$ cat src/design/bwf_pkg.sv
// bwf_pkg: widths, register codes, polynomial tables and pipeline depths
// for the barrier form factor block. No dependencies.
package bwf_pkg;

  localparam int MOM_W      = 19;
  localparam int RAD_W      = 15;
  localparam int ORD_W      = 3;
  localparam int CFG_DATA_W = 19;
  localparam int FAC_W      = 32;
  localparam int ACC_W      = 64;
  localparam int PROD_W     = MOM_W + RAD_W;
  localparam int ZQ_W       = PROD_W - 4;
  localparam int X48_W      = 2 * ZQ_W;
  localparam int FB_W       = 6;
  localparam int COEF_W     = 20;
  localparam int NSTEP      = 4;
  localparam int POLY_LAT   = 3 + 2 * NSTEP;
  localparam int NUM_W      = ACC_W + 32;
  localparam int DIV_BITS   = NUM_W;
  localparam int ROOT_W     = 32;
  localparam int SQRT_STEPS = ROOT_W;
  localparam int PIPE_LAT   = POLY_LAT + DIV_BITS + SQRT_STEPS;

  localparam logic [FAC_W-1:0] ONE_Q16    = 32'h0001_0000;
  localparam logic [FAC_W-1:0] FACTOR_MAX = 32'hFFFF_FFFF;
  localparam logic [RAD_W-1:0] RADIUS_RST = 15'd6144;

  typedef enum logic [1:0] {
    CFG_ORDER   = 2'd0,
    CFG_RADIUS  = 2'd1,
    CFG_NOMINAL = 2'd2
  } cfg_index_t;

  typedef struct packed {
    logic [ORD_W-1:0] order;
    logic [RAD_W-1:0] radius;
  } poly_cfg_t;

  // fraction bits of the polynomial accumulator for each order
  function automatic logic [FB_W-1:0] frac_bits(input logic [ORD_W-1:0] order);
    logic [FB_W-1:0] f;
    case (order)
      3'd1:    f = 6'd50;
      3'd2:    f = 6'd38;
      3'd3:    f = 6'd26;
      3'd4:    f = 6'd14;
      3'd5:    f = 6'd2;
      default: f = 6'd50;
    endcase
    return f;
  endfunction

  // Horner coefficients, highest power first after the leading x
  function automatic logic [COEF_W-1:0] coef(input logic [ORD_W-1:0] order,
                                             input logic [2:0] idx);
    logic [COEF_W-1:0] c;
    c = '0;
    case (order)
      3'd1: c = (idx == 3'd0) ? 20'd1 : 20'd0;
      3'd2: begin
        case (idx)
          3'd0:    c = 20'd3;
          3'd1:    c = 20'd9;
          default: c = 20'd0;
        endcase
      end
      3'd3: begin
        case (idx)
          3'd0:    c = 20'd6;
          3'd1:    c = 20'd45;
          3'd2:    c = 20'd225;
          default: c = 20'd0;
        endcase
      end
      3'd4: begin
        case (idx)
          3'd0:    c = 20'd10;
          3'd1:    c = 20'd135;
          3'd2:    c = 20'd1575;
          3'd3:    c = 20'd11025;
          default: c = 20'd0;
        endcase
      end
      3'd5: begin
        case (idx)
          3'd0:    c = 20'd15;
          3'd1:    c = 20'd315;
          3'd2:    c = 20'd6300;
          3'd3:    c = 20'd99225;
          3'd4:    c = 20'd893025;
          default: c = 20'd0;
        endcase
      end
      default: c = '0;
    endcase
    return c;
  endfunction

  function automatic logic order_active(input logic [ORD_W-1:0] order);
    return (order >= 3'd1) && (order <= 3'd5);
  endfunction

endpackage

$ cat src/design/bwf_sqrt.sv
// bwf_sqrt: pipelined integer square root of a 64-bit value, one result bit
// per stage. Depends on bwf_pkg.
module bwf_sqrt (
  input  logic                         clk,
  input  logic                         en,
  input  logic [bwf_pkg::ACC_W-1:0]    val,
  input  logic                         over_in,
  output logic [bwf_pkg::ROOT_W-1:0]   root,
  output logic                         over_out
);
  import bwf_pkg::*;

  logic [ACC_W-1:0] v   [SQRT_STEPS+1];
  logic [ACC_W-1:0] res [SQRT_STEPS+1];
  logic             ov  [SQRT_STEPS+1];

  assign v[0]   = val;
  assign res[0] = '0;
  assign ov[0]  = over_in;

  for (genvar k = 0; k < SQRT_STEPS; k++) begin : g_step
    localparam logic [ACC_W-1:0] BIT = ACC_W'(1) << (62 - 2 * k);
    logic [ACC_W-1:0] t;
    logic             ge;

    always_comb begin
      t  = res[k] + BIT;
      ge = v[k] >= t;
    end

    always_ff @(posedge clk) begin
      if (en) begin
        v[k+1]   <= ge ? (v[k] - t) : v[k];
        res[k+1] <= ge ? ((res[k] >> 1) + BIT) : (res[k] >> 1);
        ov[k+1]  <= ov[k];
      end
    end
  end

  assign root     = res[SQRT_STEPS][ROOT_W-1:0];
  assign over_out = ov[SQRT_STEPS];

endmodule

$ cat config.mk
export PLATFORM = sky130hd
export DESIGN_NAME = bwf_sqrt
export DESIGN_NICKNAME = d
export VERILOG_FILES = /design/src/design/bwf_pkg.sv /design/src/design/bwf_sqrt.sv
export SDC_FILE = /design/constraint.sdc
export NUM_CORES = 2
export LEC_CHECK = 0
export BUFFER_PORTS_ARGS = -buffer_cell sky130_fd_sc_hd__buf_4
export CORE_UTILIZATION = 45
export DETAILED_ROUTE_END_ITERATION = 8
export SLEW_MARGIN = 20
export SYNTH_ARGS = -nofsm -noshare
export SYNTH_HDL_FRONTEND = slang
export SYNTH_SLANG_ARGS = --single-unit
$ cat constraint.sdc
create_clock -name clk -period 3.77 [get_ports clk]
set_input_delay 0.754 -clock clk [delete_from_list [all_inputs] [get_ports clk]]
set_output_delay 0.754 -clock clk [all_outputs]
set_load 0.02 [all_outputs]
### Word-level counts from Yosys, hierarchy flattened

Index checks and enable logic that the tools add are counted.

* $add $sub $neg: 93
* order comparisons: 32
* muxes and demuxes: 63

Operators with widths (number)
* >= comparator 64 bit: 31
* two-way mux 64 bit: 31
* two-way mux 63 bit: 31
* subtractor 64 bit: 30
* adder 63 x 11 -> 64 bit (second input constant): 1
* adder 63 x 13 -> 64 bit (second input constant): 1
* adder 63 x 15 -> 64 bit (second input constant): 1
* adder 63 x 17 -> 64 bit (second input constant): 1
* adder 63 x 19 -> 64 bit (second input constant): 1
* adder 63 x 21 -> 64 bit (second input constant): 1
* adder 63 x 23 -> 64 bit (second input constant): 1
* adder 63 x 25 -> 64 bit (second input constant): 1
* adder 63 x 27 -> 64 bit (second input constant): 1
* adder 63 x 29 -> 64 bit (second input constant): 1
* adder 63 x 3 -> 64 bit (second input constant): 1
* adder 63 x 31 -> 64 bit (second input constant): 1
* adder 63 x 33 -> 64 bit (second input constant): 1
* adder 63 x 35 -> 64 bit (second input constant): 1
* adder 63 x 37 -> 64 bit (second input constant): 1
* adder 63 x 39 -> 64 bit (second input constant): 1
* adder 63 x 41 -> 64 bit (second input constant): 1
* adder 63 x 43 -> 64 bit (second input constant): 1
* adder 63 x 45 -> 64 bit (second input constant): 1
* adder 63 x 47 -> 64 bit (second input constant): 1
* 45 further kinds: 45

* register bits after elaboration: 4032
* input bits: 67
* output and inout port bits: 33

### Longest topological paths before layout

* depth after elaboration: 3
* mapped depth: 14

### Worst setup path before layout

Ideal clock, no wire load.

* path kind: flip-flop to flip-flop
* start: register v[436] (netlist bit)
* end: register v[373] (netlist bit), data pin
* arrival time: 3.540 ns
* data required time: 3.499 ns
* setup slack: -0.041 ns
* stages on the path, launching flop included: 12
* path buffers: 1
* cell sequence: edfxtp_1 -> or4_1 -> or4b_1 -> or2_1 -> or4b_1 -> or4b_1 -> nor3_1 -> o21a_2 -> buf_6 -> nand4b_2 -> nor4_1 -> xor2_1

* longest elaborated chain between the ends: 2

RTL lines
* from (decl): line bwf_sqrt.sv:13 `logic [ACC_W-1:0] v [SQRT_STEPS+1];`
* from (signal, indexed assignment): line bwf_sqrt.sv:33 `v[k+1] <= ge ? (v[k] - t) : v[k];`
* subtractor 64 bit / >= comparator 64 bit (equally long branches): line bwf_sqrt.sv:33, bwf_sqrt.sv:28
* two-way mux 64 bit *: line bwf_sqrt.sv:33

Every way passes the cells marked *; elsewhere a longest branch is shown, timed or not.
A chain may end at the register's enable or synchronous reset.

### Worst setup path after layout

* start: register v[435] (netlist bit)
* end: register v[373] (netlist bit), data pin

Same word-level chain as after synthesis.

==> results.toml <==
[setup_path]
start_kind = "register"
worstPathRequired_ps = 4360
worstSetupPathType = "register to register"
arrival_ps = 4390
crit_fanout = 6
r2r_cells = 10
startpoint = "v[435]$_DFFE_PP_"
r2r_slack_ps = -30
reg2reg_to = "v[373]$_DFFE_PP_"
r2r_start = "v[435]$_DFFE_PP_"
worstSetupEndpoint = "v[373]$_DFFE_PP_"
end_kind = "register"

[power]
peakVddDrop_uv = 499
power_density_nw_per_um2 = 608
p_leak_nw = 53.2

[timing]
rsz0062_at_grt = "true"
tightest_slew_ps = 1040
slew_headroom_pct = 30.8
setup_ws_ps = -30.9
finalHoldViolations = 0
skew_ps = 65.5
fin_crit_ps = 3800
drv_slew = 0
post-route-period-util_pct = 101
setup_viol = 16
fmax_ghz = 0.263

[grt]
grt_max_degree = 149
grt_use_total_pct = 22.7
grt_antenna_before_repair = 11
grt_pass1_vias = 77000
grt-ovfl-total = 0
grt_pass1_wl_mm = 472

[status]
violations = "negative setup slack"
status = "complete, but fails checks"

[detailed_routing]
drtIter0Drc = 7094
routed_wl_mm = 315
viasPerCell = 5.60
wl_per_cell_microns = 22.2
first_pass_iters = 6
num_vias = 79400
drc_errors = 0
ant_nets = 0

[cells_and_area]
final_common_cell = "edfxtp_1"
drive_gt1_share_pct = 12.8
nets = 11000
syn2layout_area_growth_pct = 16.6
final_cell_mix = "2,544 x edfxtp_1, 697 x inv_1, 636 x nor2_1"
finalNonFillerCells = 14200
post-route-util_pct = 53.0

[synth]
ys_ff_latch = 2544
syn-num-nets = 10200
synthDistinctLibCells = 85
avgSynthCellArea_sq_um = 12.6
netlist_area_sq_um = 121000
ys.flop_type = "edfxtp_1"
yosysSeqAreaShare_pct = 63.2
synth_edf_count = 2544
ys_async_sr_fraction_pct = 0
postSynthCellCount = 9570
yosysWarnings = 0

[place]
place_inst = 13600
gp_congestion = 0.932
port_buffers = 99
dp_hpwl_mm = 238

[floorplan]
core_area_sq_um = 266000
fp.dieW_microns = 520
start_util_pct = 45.4
die_h_microns = 520
core.rowCount = 189
ios = 100
dieArea_sq_um = 271000

[hold_path]
hold_path.class = "primary input to register"

[clock_network]
cts_buffers = 281
clk_latency_ps = 910
cts.htree.levels = 5
clkSlewWorstSetupHoldPaths_ps = 60
cts_tree = "done"
clk_path_buf_depth = 4
clock_sinks = 2544
root_buffer = "clkbuf_16"

[run]
cap_violations = 0
through the flow:
step	area, sq um	hold WS, ps	setup slack [ps]	total power, mW	setup TNS [ps]
after floorplan	121000	400	3.86	50.4	0
after global placement	130000	402	-444	58.0	-10170
after detailed placement	130000	405	-468	58.2	-13450
after CTS	140000	14.3	-4.61	85.9	-6.28
after global routing	141000	35.1	-123	89.5	-2980
final	141000	84.2	-30.9	85.6	-232
cells in the mapped netlist (160+ instances only):
cell type / n / area (sq um)
xnor2_1: 477 / 4180
nand3_1: 160 / 801
nand2_1: 620 / 2330
xor2_1: 414 / 3630
o21ai_0: 481 / 2410
a21oi_1: 591 / 2960
edfxtp_1: 2544 / 76400
a21o_1: 200 / 1500
inv_1: 699 / 2620
nor2_1: 646 / 2420
nor3_1: 246 / 1230
nor4_1: 336 / 2100
ha_1: 558 / 6980
flip-flops by register name, indices dropped and copies added, names as in the netlist:
name      cells
v          1984
res         496
root         32
ov           31
over_out      1
power by group:
part	switching (mW)	leakage, nW	internal [mW]	total (mW)
clock	11.4	4.42	15.9	27.4
combinational	11.0	24.3	8.29	19.3
sequential	3.00	24.5	36.0	39.0
total	25.4	53.2	60.2	85.6
layer usage:
layer	wire length, microns	track usage, %	up-vias
li1	-	-	37500
met5	27	0	-
met2	152000	38.2	2153
met4	9150	6.43	4
met1	138000	31.1	39200
met3	15000	2.72	501
cell families after synthesis:
logic type | synth area share [%]
AND/OR/NAND/NOR | 12.0
buffers and inverters | 2.74
multiplexers | 0.665
XOR/XNOR | 6.46
adder cells (fa/ha/maj) | 5.78
flip-flops | 63.2
AO/OA/AOI/OAI | 9.12
cell type report:
class | instances | area [sq um]
Antenna cell | 2 | 5.00
Clock buffer | 336 | 7320
Clock inverter | 172 | 1790
Fill cell | 22300 | 125000
Inverter | 699 | 2630
Multi-Input combinational cell | 6150 | 42100
Sequential cell | 2544 | 76400
Tap cell | 3533 | 4420
Timing Repair Buffer | 733 | 6240
worst max-delay path, cell delays in order, from the launching register on:
cell and delay (ps):
edfxtp_1 400, or4_4 550, or4b_4 490, or2_4 250, or4b_4 490, or4b_4 520, nor3_4 160, o21a_4 230
nand4b_4 240, nor4_2 60, xor2_1 140
worst min path at each step:
stage / start / endpoint / depth (start not counted)
finish: val[15] / v[1999]$_DFFE_PP_ / 1
global route: val[15] / v[1999]$_DFFE_PP_ / 1
CTS: val[15] / v[1999]$_DFFE_PP_ / 1
detailed placement: ov[2]$_DFFE_PP_ / ov[1]$_DFFE_PP_ / 0
global placement: ov[25]$_DFFE_PP_ / ov[24]$_DFFE_PP_ / 0
floorplan: ov[11]$_DFFE_PP_ / ov[10]$_DFFE_PP_ / 0
timing repair:
action	4_1_cts	5_1_grt
buffers inserted	6	13
cloned	4	2
pin swaps	9	35
resized for setup	60	166
endpoints found under the hold margin	62	0
endpoints found under the setup margin	126	365
hold buffers	62	0
Note: power is estimated with default switching activity, not from simulation.
